**config.mk**
```make
export PLATFORM = sky130hd
export DESIGN_NAME = serial_frame_receiver_checksum
export DESIGN_NICKNAME = d
export VERILOG_FILES = /design/src/rtl/sfrc_pkg.sv /design/src/rtl/sfrc_parser.sv /design/src/rtl/serial_frame_receiver_checksum.sv
export SDC_FILE = /design/constraint.sdc
export NUM_CORES = 1
export LEC_CHECK = 0
export ABC_AREA = 0
export BUFFER_PORTS_ARGS = -buffer_cell sky130_fd_sc_hd__buf_2
export CAP_MARGIN = 40
export CORE_AREA = 2 2 87 122
export CTS_CLUSTER_SIZE = 14
export DETAILED_ROUTE_END_ITERATION = 8
export DIE_AREA = 0 0 89 124
export PLACE_DENSITY_LB_ADDON = 0.05
export SLEW_MARGIN = 20
export SYNTH_ARGS = -nofsm -noshare
export SYNTH_HDL_FRONTEND = slang
export SYNTH_SLANG_ARGS = --single-unit
```
**constraint.sdc**
```tcl
create_clock -name clk_i -period 2.2 [get_ports clk_i]
set_clock_uncertainty 0.05 [all_clocks]
set_input_delay 0.11 -clock clk_i [delete_from_list [all_inputs] [get_ports clk_i]]
set_output_delay 0.11 -clock clk_i [all_outputs]
set_load 0.03 [all_outputs]
```
**src/rtl/sfrc_pkg.sv**
```systemverilog
package sfrc_pkg;

  // Result event codes.
  localparam logic [2:0] EV_HUNT     = 3'd0;
  localparam logic [2:0] EV_HEADER   = 3'd1;
  localparam logic [2:0] EV_STORED   = 3'd2;
  localparam logic [2:0] EV_COMPLETE = 3'd3;
  localparam logic [2:0] EV_OVERFLOW = 3'd4;

  // Configuration register indexes.
  localparam logic [1:0] CFG_HEADER_FIRST   = 2'd0;
  localparam logic [1:0] CFG_HEADER_SECOND  = 2'd1;
  localparam logic [1:0] CFG_TRAILER_FIRST  = 2'd2;
  localparam logic [1:0] CFG_TRAILER_SECOND = 2'd3;

  // Reset values of the configuration registers.
  localparam logic [7:0] HEADER_FIRST_RST   = 8'hAA;
  localparam logic [7:0] HEADER_SECOND_RST  = 8'h55;
  localparam logic [7:0] TRAILER_FIRST_RST  = 8'h0D;
  localparam logic [7:0] TRAILER_SECOND_RST = 8'h0A;

  typedef struct packed {
    logic [7:0] header_first;
    logic [7:0] header_second;
    logic [7:0] trailer_first;
    logic [7:0] trailer_second;
  } cfg_t;

  typedef struct packed {
    logic [2:0] event_res;
    logic [7:0] stored_byte;
    logic [5:0] stored_index;
    logic [6:0] frame_length;
    logic       checksum_ok;
  } res_t;

endpackage

```
**src/rtl/sfrc_parser.sv**
```systemverilog
module sfrc_parser import sfrc_pkg::*; #(
  parameter int FRAME_CAPACITY = 64
) (
  input  logic       clk_i,
  input  logic       rst_ni,
  input  logic       step_i,
  input  logic [7:0] byte_i,
  input  cfg_t       cfg_i,
  output res_t       res_o
);

  localparam int CW = $clog2(FRAME_CAPACITY + 1);

  logic          in_frame_q, in_frame_d;
  logic [15:0]   header_win_q, header_win_d;
  logic [15:0]   trailer_win_q, trailer_win_d;
  logic [CW-1:0] count_q, count_d;
  logic [7:0]    sum_q, sum_d;
  logic [15:0]   last_two_q, last_two_d;
  logic [CW-1:0] count_inc;
  logic          two_stored;

  assign count_inc  = count_q + CW'(1);
  assign two_stored = (count_q >= CW'(2));

  always_comb begin
    in_frame_d    = in_frame_q;
    header_win_d  = header_win_q;
    trailer_win_d = trailer_win_q;
    count_d       = count_q;
    sum_d         = sum_q;
    last_two_d    = last_two_q;
    res_o         = '0;
    res_o.event_res = EV_HUNT;

    if (in_frame_q) begin
      trailer_win_d = {trailer_win_q[7:0], byte_i};
      if (trailer_win_q[7:0] == cfg_i.trailer_first && byte_i == cfg_i.trailer_second) begin
        res_o.event_res    = EV_COMPLETE;
        res_o.frame_length = 7'(count_q);
        res_o.checksum_ok  = two_stored && (sum_q == last_two_q[15:8]);
        count_d            = '0;
        in_frame_d         = 1'b0;
      end else begin
        if (two_stored) begin
          sum_d = sum_q + last_two_q[15:8];
        end
        last_two_d         = {last_two_q[7:0], byte_i};
        res_o.stored_byte  = byte_i;
        res_o.stored_index = 6'(count_q);
        if (count_inc >= CW'(FRAME_CAPACITY)) begin
          res_o.event_res = EV_OVERFLOW;
          count_d         = '0;
          in_frame_d      = 1'b0;
        end else begin
          res_o.event_res = EV_STORED;
          count_d         = count_inc;
        end
      end
    end else begin
      header_win_d = {header_win_q[7:0], byte_i};
      if (header_win_q[7:0] == cfg_i.header_first && byte_i == cfg_i.header_second) begin
        res_o.event_res = EV_HEADER;
        in_frame_d      = 1'b1;
        count_d         = '0;
        sum_d           = '0;
        last_two_d      = '0;
      end
    end
  end

  always_ff @(posedge clk_i or negedge rst_ni) begin
    if (!rst_ni) begin
      in_frame_q    <= 1'b0;
      header_win_q  <= '0;
      trailer_win_q <= '0;
      count_q       <= '0;
      sum_q         <= '0;
      last_two_q    <= '0;
    end else if (step_i) begin
      in_frame_q    <= in_frame_d;
      header_win_q  <= header_win_d;
      trailer_win_q <= trailer_win_d;
      count_q       <= count_d;
      sum_q         <= sum_d;
      last_two_q    <= last_two_d;
    end
  end

endmodule

```
**src/rtl/serial_frame_receiver_checksum.sv**
```systemverilog
// Byte-serial frame receiver. Each rx transaction carries one received byte and
// yields exactly one result transaction. While hunting, the block looks for the
// two configured header bytes in a row; inside a frame, every byte is reported
// with its index until the two configured trailer bytes arrive (frame complete,
// with the checksum verdict: the 8-bit sum of all stored bytes except the last
// two must equal the second-to-last stored byte) or until FRAME_CAPACITY bytes
// have been stored (overflow abort). Throughput is one byte per clock cycle while
// the result channel does not stall. A byte accepted on the rx channel lands in
// an input register; when it moves on, the per-byte state update runs and loads
// the result register, from which the result is offered. The result register
// is stalled only by the result channel. While a result waits, the input
// register can still take one more byte; after that the rx channel stalls until
// the waiting result is taken.
// Configuration registers are written through a plain write port and should
// only be changed while no byte is in flight.
module serial_frame_receiver_checksum import sfrc_pkg::*; #(
  parameter int FRAME_CAPACITY = 64
) (
  input  logic       clk_i,
  input  logic       rst_ni,

  // Configuration write port.
  input  logic       cfg_we_i,
  input  logic [1:0] cfg_index_i,
  input  logic [7:0] cfg_wdata_i,

  // Received byte channel.
  input  logic       rx_valid_i,
  output logic       rx_stall_o,
  input  logic [7:0] rx_byte_i,

  // Result channel.
  output logic       res_valid_o,
  input  logic       res_stall_i,
  output logic [2:0] event_res_o,
  output logic [7:0] stored_byte_o,
  output logic [5:0] stored_index_o,
  output logic [6:0] frame_length_o,
  output logic       checksum_ok_o
);

  cfg_t       cfg_q;
  logic       in_valid_q;
  logic [7:0] in_byte_q;
  logic       out_valid_q;
  res_t       out_res_q;
  res_t       res_next;
  logic       advance;
  logic       rx_accept;

  // Configuration registers. Writes take effect at the next edge.
  always_ff @(posedge clk_i or negedge rst_ni) begin
    if (!rst_ni) begin
      cfg_q.header_first   <= HEADER_FIRST_RST;
      cfg_q.header_second  <= HEADER_SECOND_RST;
      cfg_q.trailer_first  <= TRAILER_FIRST_RST;
      cfg_q.trailer_second <= TRAILER_SECOND_RST;
    end else if (cfg_we_i) begin
      unique case (cfg_index_i)
        CFG_HEADER_FIRST:   cfg_q.header_first   <= cfg_wdata_i;
        CFG_HEADER_SECOND:  cfg_q.header_second  <= cfg_wdata_i;
        CFG_TRAILER_FIRST:  cfg_q.trailer_first  <= cfg_wdata_i;
        CFG_TRAILER_SECOND: cfg_q.trailer_second <= cfg_wdata_i;
        default: ;
      endcase
    end
  end

  // The byte in the input register moves on whenever the result register is
  // empty or is being drained in this cycle.
  assign advance    = in_valid_q && (!out_valid_q || !res_stall_i);
  assign rx_stall_o = in_valid_q && !advance;
  assign rx_accept  = rx_valid_i && !rx_stall_o;

  always_ff @(posedge clk_i or negedge rst_ni) begin
    if (!rst_ni) begin
      in_valid_q <= 1'b0;
    end else if (rx_accept) begin
      in_valid_q <= 1'b1;
    end else if (advance) begin
      in_valid_q <= 1'b0;
    end
  end

  always_ff @(posedge clk_i) begin
    if (rx_accept) begin
      in_byte_q <= rx_byte_i;
    end
  end

  // Frame state and per-byte decision logic.
  sfrc_parser #(
    .FRAME_CAPACITY(FRAME_CAPACITY)
  ) u_parser (
    .clk_i  (clk_i),
    .rst_ni (rst_ni),
    .step_i (advance),
    .byte_i (in_byte_q),
    .cfg_i  (cfg_q),
    .res_o  (res_next)
  );

  // Result register. It holds while the result transaction is stalled.
  always_ff @(posedge clk_i or negedge rst_ni) begin
    if (!rst_ni) begin
      out_valid_q <= 1'b0;
    end else if (advance) begin
      out_valid_q <= 1'b1;
    end else if (!res_stall_i) begin
      out_valid_q <= 1'b0;
    end
  end

  always_ff @(posedge clk_i) begin
    if (advance) begin
      out_res_q <= res_next;
    end
  end

  assign res_valid_o    = out_valid_q;
  assign event_res_o    = out_res_q.event_res;
  assign stored_byte_o  = out_res_q.stored_byte;
  assign stored_index_o = out_res_q.stored_index;
  assign frame_length_o = out_res_q.frame_length;
  assign checksum_ok_o  = out_res_q.checksum_ok;

endmodule

```
==> flow_metrics.env, run 1 <==
export IMPL_yosysWarningCount=0
export IMPL_clock_tree_buffer_depth=2
export IMPL_cts_tree="done"
export IMPL_cp_max_fo=8
export IMPL_nets=528
export IMPL_ys_seq_area_share_pct=59.7
export IMPL_antenna_found_initial=0
export IMPL_drt_wirelength_per_cell_um=17.5
export IMPL_avgViaCountPerCell=5.31
export IMPL_initial_core_util_pct=51.7
export IMPL_drt_iter0_markers=161
export IMPL_die_area_um2=11000
export IMPL_violations="setup timing"
export IMPL_grt_usage_pct=22.5
export IMPL_min_from="cfg_index_i[0]"
export IMPL_die_width_um=89
export IMPL_diodes=0
export IMPL_final_util_pct=67.1
export IMPL_grt_pass1_vias=3507
export IMPL_drv_cap=0
export IMPL_synth_area_um2=5120
export IMPL_cts_made_buffers=17
export IMPL_root_buffer="clkbuf_16"
export IMPL_synthFlopType="dfrtp_1"
export IMPL_synth_nets=414
export IMPL_fin_area_um2=6640
export IMPL_grt_max_degree=47
export IMPL_synth_cells=381
export IMPL_hold_end="cfg_q[31]$_DFFE_PN1P_"
export IMPL_r2r_slack_ns=-0.03
export IMPL_required_ns=2.30
export IMPL_finalSetupViolations=6
export IMPL_drcViolationCount=0
export IMPL_ant_nets=0
export IMPL_gr_total_overflow=0
export IMPL_portBuffers=49
export IMPL_arrival_ns=2.33
export IMPL_synth_avg_cell_area_um2=13.4
export IMPL_yosysTopAreaCell="dfrtp_1"
export IMPL_cts_sinks=115
export IMPL_yosysTopAreaCellShare_pct=33.7
export IMPL_hold_violations=0
export IMPL_r2r_start="cfg_q[1]$_DFFE_PN1P_"
export IMPL_min_delay_path_depth=3
export IMPL_num_io_pins=50
export IMPL_drive_gt1_share_pct=39.4
export IMPL_num_rows=43
export IMPL_leakage_nw=2.87
export IMPL_synth_area_leaders="dfrtp_1, edfxtp_1, mux2_2, dfstp_2, xnor2_1"
export IMPL_dp_hpwl_um=7780
export IMPL_max_slew_margin_rel_pct=53.4
export IMPL_maxSlewViolCount=0
export IMPL_hold_path_class="in -> reg"
export IMPL_htreeDepth=4
export IMPL_crit_path_end_kind="flop"
export IMPL_die_h_um=124
export IMPL_placed_area_um2=5750
export IMPL_grt_pass1_wl_um=18000
export IMPL_p_per_area_nw_per_um2=1260
export IMPL_crit_type="reg -> reg"
export IMPL_mostFrequentLayoutCells="dfrtp_1, mux2_2, buf_2"
export IMPL_routed_via_count=3414
export IMPL_areaGrowthSynthToFinish_pct=29.6
export IMPL_rsz0062_at_grt="yes"
export IMPL_vdd_drop_max_v=0.000660
export IMPL_gp_congestion=0.782
export IMPL_clkLatencyLatePin_ns=0.41
export IMPL_status="complete, but fails checks"
export IMPL_tightest_slew_ns=0.696
export IMPL_fmax_mhz=449
export IMPL_fin_ws_ns=-0.0270
export IMPL_clkTransAtPathRegs_ns=0.05
export IMPL_period_needed_ns=2.23
export IMPL_coreArea_um2=9900
export IMPL_r2r_cells=6
export IMPL_final_common_cell="dfrtp_1"
export IMPL_postSynth_asyncResetShare_pct=71.3
export IMPL_synth_cell_types=46
export IMPL_finalCritPeriodShare_pct=101
export IMPL_synth_edf_count=33
export IMPL_first_pass_iters=4
export IMPL_total_power_mw=8.35
export IMPL_ys_ff_latch=115
export IMPL_timing_rr_end="stored_byte_o[0]$_SDFFCE_PP0P_"
export IMPL_crit_start="cfg_q[1]$_DFFE_PN1P_"
export IMPL_startpoint_type="flop"
export IMPL_totalWireLength_um=11300
-- synth_stat cells (3+ instances only) --
| master | instances |
|---|---|
| dfrtp_1 | 69 |
| mux2_2 | 48 |
| xnor2_1 | 34 |
| edfxtp_1 | 33 |
| nand2_1 | 19 |
| nand3_1 | 17 |
| a22o_1 | 16 |
| and2_1 | 15 |
| dfstp_2 | 13 |
| and3_1 | 11 |
| nand4_1 | 11 |
| nor2_1 | 11 |
| ha_1 | 9 |
| clkbuf_1 | 7 |
| xor2_1 | 6 |
| inv_1 | 5 |
| o21ai_0 | 5 |
| a21o_1 | 4 |
| nand2b_1 | 4 |
| o311ai_0 | 4 |
| a21oi_1 | 3 |
| buf_2 | 3 |
| nor3_1 | 3 |
| nor4_1 | 3 |
-- worst max-delay path, stage by stage, from the launching register on --
cell     delay [ns]
dfstp_2        0.54
xnor2_1        0.14
nand4_1        0.21
o41a_1         0.54
buf_4          0.17
buf_4          0.15
and2_1         0.16
-- worst max-delay path by stage --
stage | endpoint | slack (ns) | cells after the start
after floorplan | u_parser.sum_q[7]$_DFFE_PN0P_ | 0.08 | 7
after global placement | u_parser.sum_q[7]$_DFFE_PN0P_ | -0.008 | 7
after detailed placement | u_parser.sum_q[6]$_DFFE_PN0P_ | -0.07 | 8
after CTS | u_parser.count_q[3]$_DFFE_PN0P_ | 0.006 | 7
after global routing | stored_byte_o[6]$_SDFFCE_PP0P_ | -0.09 | 7
final | stored_byte_o[0]$_SDFFCE_PP0P_ | -0.03 | 6
-- logic make-up (layout without fill, tap and decap cells) --
group / after synthesis / in the layout / share of synthesized area [%]
DFF: 115 / 115 / 59.7
xor gates and xnor gates: 40 / 40 / 6.84
buffers and inverters: 17 / 144 / 1.47
adders and majority gates: 10 / 10 / 2.59
AOI/OAI and AO/OA: 47 / 47 / 7.28
muxes: 48 / 48 / 10.6
and+or+nand+nor: 104 / 104 / 11.6
-- sequential cells by signal, summed over array words and instances, names as in the netlist --
| signal | cells |
|---|---|
| res_valid_o | 1 |
| checksum_ok_o | 1 |
| u_parser.header_win_q | 8 |
| in_valid_q | 1 |
| stored_index_o | 6 |
| frame_length_o | 7 |
| u_parser.trailer_win_q | 8 |
| event_res_o | 3 |
| in_byte_q | 8 |
| cfg_q | 32 |
| stored_byte_o | 8 |
| u_parser.sum_q | 8 |
| u_parser.in_frame_q | 1 |
| u_parser.count_q | 7 |
| u_parser.last_two_q | 16 |
-- area by class of cell --
| cell class | count | area [µm²] |
|---|---|---|
| multi-input combinational | 249 | 2090 |
| inverter | 5 | 18.8 |
| clock buffer | 22 | 454 |
| clock inverter | 10 | 82.6 |
| fill | 784 | 3260 |
| tap | 135 | 169 |
| timing repair buffer | 107 | 761 |
| sequential | 115 | 3060 |
-- per-stage QoR --
step | setup WS (ns) | TNS, ns | std cells | hold WS, ns
after floorplan | 0.0788 | 0 | 381 | -0.236
after global placement | -0.00832 | -0.0134 | 586 | 0.0688
after detailed placement | -0.0700 | -0.0779 | 586 | 0.0686
after CTS | 0.00603 | 0 | 638 | 0.137
after global routing | -0.0891 | -0.888 | 643 | 0.157
final | -0.0270 | -0.0946 | 643 | 0.148
-- report_power, final --
group          internal, mW  total [mW]  switching [mW]
combinational          1.29        2.54            1.25
sequential             2.85        3.32           0.469
clock                  1.57        2.49           0.921
total                  5.70        8.35            2.64
-- layer usage --
metal	up-vias	global-route usage [%]	routed length (µm)	part of all wire [%]
li1	1635	-	-	-
met1	1699	26.3	4600	41
met2	65	38.5	6040	54
met3	15	6.16	353	3.1
met4	0	9.61	263	2.3
met5	-	0	0	0
-- timing repair --
action	CTS	global route
endpoints found under the setup margin	3	12
endpoints found under the hold margin	78	0
hold buffers	20	0
pin swaps	0	12
cloned	0	0
resized for setup	4	22
buffers inserted	0	5
(Power assumes the default switching activity.)
==> run 2, diff against run 1 <==
- SYNTH_HIERARCHICAL: default -> 1
==> run 2 against run 1 <==
  * Critical path depth increased by 1
  * Worst hold slack worse by 0.0044 ns
  * Wire length down 2.3%
  * Core utilization is 0.051 points higher
  * Sequential power about the same
  * Register-to-register slack better by 0.09 ns
  * Critical path type unchanged
  * The run now ends clean
  * Cell count is 0.31% higher
  * Sequential share of layout area shrank 0.054 points
  * Die area did not move
  * Largest cell class unchanged
==> flow_metrics.env, run 2 <==
export IMPL_drv_cap=0
export IMPL_diodes=0
export IMPL_avgViaCountPerCell=5.40
export IMPL_synth_avg_cell_area_um2=13.3
export IMPL_yosysTopAreaCellShare_pct=33.6
export IMPL_first_pass_iters=5
export IMPL_synth_nets=420
export IMPL_die_h_um=124
export IMPL_drt_iter0_markers=172
export IMPL_yosysTopAreaCell="dfrtp_1"
export IMPL_portBuffers=49
export IMPL_initial_core_util_pct=51.9
export IMPL_hold_path_class="in -> async"
export IMPL_synth_cell_types=44
export IMPL_startpoint_type="flop"
export IMPL_synth_edf_count=33
export IMPL_slowest_delay_ns=0.45
export IMPL_largestRegisters="cfg_q: 32 flops, u_parser/last_two_q: 16 flops"
export IMPL_ys_ff_latch=115
export IMPL_maxSlewViolCount=0
export IMPL_crit_type="reg -> reg"
export IMPL_grt_max_degree=51
export IMPL_ys_seq_area_share_pct=59.5
export IMPL_synth_area_leaders="dfrtp_1, edfxtp_1, mux2_2, dfstp_2, xnor2_1"
export IMPL_holdWs_ns=0.143
export IMPL_areaGrowthSynthToFinish_pct=29.3
export IMPL_tightest_slew_ns=0.522
export IMPL_cts_tree="done"
export IMPL_synthFlopType="dfrtp_1"
export IMPL_hold_violations=0
export IMPL_status="complete, no violations"
export IMPL_die_width_um=89
export IMPL_totalWireLength_um=11000
export IMPL_crit_path_end_kind="flop"
export IMPL_yosysWarningCount=6
export IMPL_finalSetupViolations=0
export IMPL_clock_tree_buffer_depth=2
export IMPL_final_cell_count_no_fill=645
export IMPL_root_buffer="clkbuf_16"
export IMPL_p_per_area_nw_per_um2=1260
export IMPL_required_ns=2.49
export IMPL_max_slew_margin_rel_pct=65.2
export IMPL_clkTransAtPathRegs_ns=0.05
export IMPL_ys_top_cells_by_count="dfrtp_1, mux2_2, xnor2_1"
export IMPL_clkLatencyLatePin_ns=0.41
export IMPL_routed_via_count=3486
export IMPL_cts_made_buffers=17
export IMPL_grt_pass1_vias=3546
export IMPL_grt_pass1_wl_um=17700
export IMPL_cp_max_fo=7
export IMPL_antenna_found_initial=0
export IMPL_final_common_cell="dfrtp_1"
export IMPL_synth_area_um2=5140
export IMPL_num_io_pins=50
export IMPL_yosysMostFrequentCell="dfrtp_1"
export IMPL_htreeDepth=4
export IMPL_ant_nets=0
export IMPL_cts_sinks=115
export IMPL_gr_total_overflow=0
export IMPL_gp_congestion=0.818
export IMPL_num_rows=43
export IMPL_cp_cell_sequence="buf_4, xnor2_1, nand4_1, nor4_4, a2bb2oi_4, or4_1, nand3_1"
export IMPL_mostFrequentLayoutCells="dfrtp_1, mux2_2, buf_2"
export IMPL_vdd_drop_max_v=0.000776
export IMPL_largest_reg_flops=32
export IMPL_grt_usage_pct=22.0
export IMPL_synth_cells=387
export IMPL_dp_hpwl_um=7660
export IMPL_drive_gt1_share_pct=38.0
export IMPL_top_register="cfg_q"
export IMPL_drt_wirelength_per_cell_um=17.0
export IMPL_fmax_mhz=468
export IMPL_postSynth_asyncResetShare_pct=71.3
export IMPL_drcViolationCount=0
export IMPL_arrival_ns=2.43
export IMPL_leakage_nw=2.85
export IMPL_finalCritPeriodShare_pct=97.0
export IMPL_coreArea_um2=9900
export IMPL_place_inst=591
export IMPL_period_needed_ns=2.13
export IMPL_slowest_stage="nor4_4"
export IMPL_die_area_um2=11000
export IMPL_final_util_pct=67.1
export IMPL_nets=530
-- run 2: cell types whose count changed in the layout (fill, tap and decap cells not counted), sizes merged, moves of 3 or more --
cell,delta
o311ai,-4
clkinv,+3
xor2,-3
nand4,+4
xnor2,+3
nand3,+5
-- run 2: cell families after synthesis --
group,Yosys count,share of synthesized area (%)
DFF,115,59.5
xor gates and xnor gates,40,6.82
muxes,48,10.5
and+or+nand+nor,110,12.3
buffers and inverters,19,1.44
AOI/OAI and AO/OA,45,6.84
adders and majority gates,10,2.58
-- run 2: power breakdown --
group	switching [mW]	total (mW)	internal [mW]	leakage, nW
logic	1.28	2.57	1.28	1.31
registers	0.448	3.30	2.85	1.28
clock network	0.899	2.54	1.64	0.266
total	2.63	8.40	5.77	2.85
-- run 2: stage by stage --
stage	setup WS (ns)	setup TNS [ns]	instance area, µm²	total power [mW]
2_1_floorplan	0.0122	0	5200	4.95
3_3_place_gp	-0.0115	-0.0115	5830	5.68
3_5_place_dp	-0.0289	-0.0289	5830	5.73
4_1_cts	0.0349	0	6570	8.37
5_1_grt	-0.0352	-0.0383	6650	8.87
6_report	0.0655	0	6650	8.40
-- run 2: worst paths after layout --
| path | startpoint | to | slack [ns] | cells past startpoint |
|---|---|---|---|---|
| worst max-delay path | in_byte_q[0]$_DFFE_PP_ | u_parser/sum_q[7]$_DFFE_PN0P_ | 0.07 | 7 |
| worst min-delay path | rst_ni | u_parser/sum_q[4]$_DFFE_PN0P_ | 0.14 | 2 |
| worst max register to register | in_byte_q[0]$_DFFE_PP_ | u_parser/sum_q[7]$_DFFE_PN0P_ | 0.07 | 7 |
| worst min register to register | in_valid_q$_DFFE_PN0P_ | res_valid_o$_DFFE_PN0P_ | 0.45 | 1 |
| max in group asynchronous | rst_ni | cfg_q[10]$_DFFE_PN1P_ | 1.30 | 3 |
| min in group clk_i | cfg_index_i[0] | cfg_q[24]$_DFFE_PN0P_ | 0.15 | 3 |
-- run 2: worst max-delay path: cells and delay by family, from the launching register on --
kind / cells / cell delay, ns
buffers and inverters: 1 / 0.17
DFF: 1 / 0.39
and+or+nand+nor: 4 / 1.12
xor gates and xnor gates: 1 / 0.17
AOI/OAI and AO/OA: 1 / 0.17
-- run 2: per-layer routing --
layer	vias to the layer above	global-route usage [%]	share of wire, %	routed length [µm]
li1	1642	-	-	-
met1	1738	26.0	40	4390
met3	20	4.97	3.5	389
met5	-	0	0	0
met4	0	10.8	2.5	270
met2	86	37.4	54	5950
-- run 2: final cells by class --
cell class                 count  area (µm²)
clock buffer                  20         437
tap                          135         169
clock inverter                12         115
inverter                       6        22.5
sequential                   115        3060
timing repair buffer         104         733
fill                         794        3250
multi-input combinational    253        2110
-- run 2: what timing repair did --
item / 4_1_cts / 5_1_grt
resized for setup: 1 / 8
pin swaps: 0 / 6
endpoints found under the setup margin: 1 / 17
hold buffers: 19 / 0
endpoints found under the hold margin: 74 / 0
gates cloned: 0 / 0
setup buffers: 0 / 3
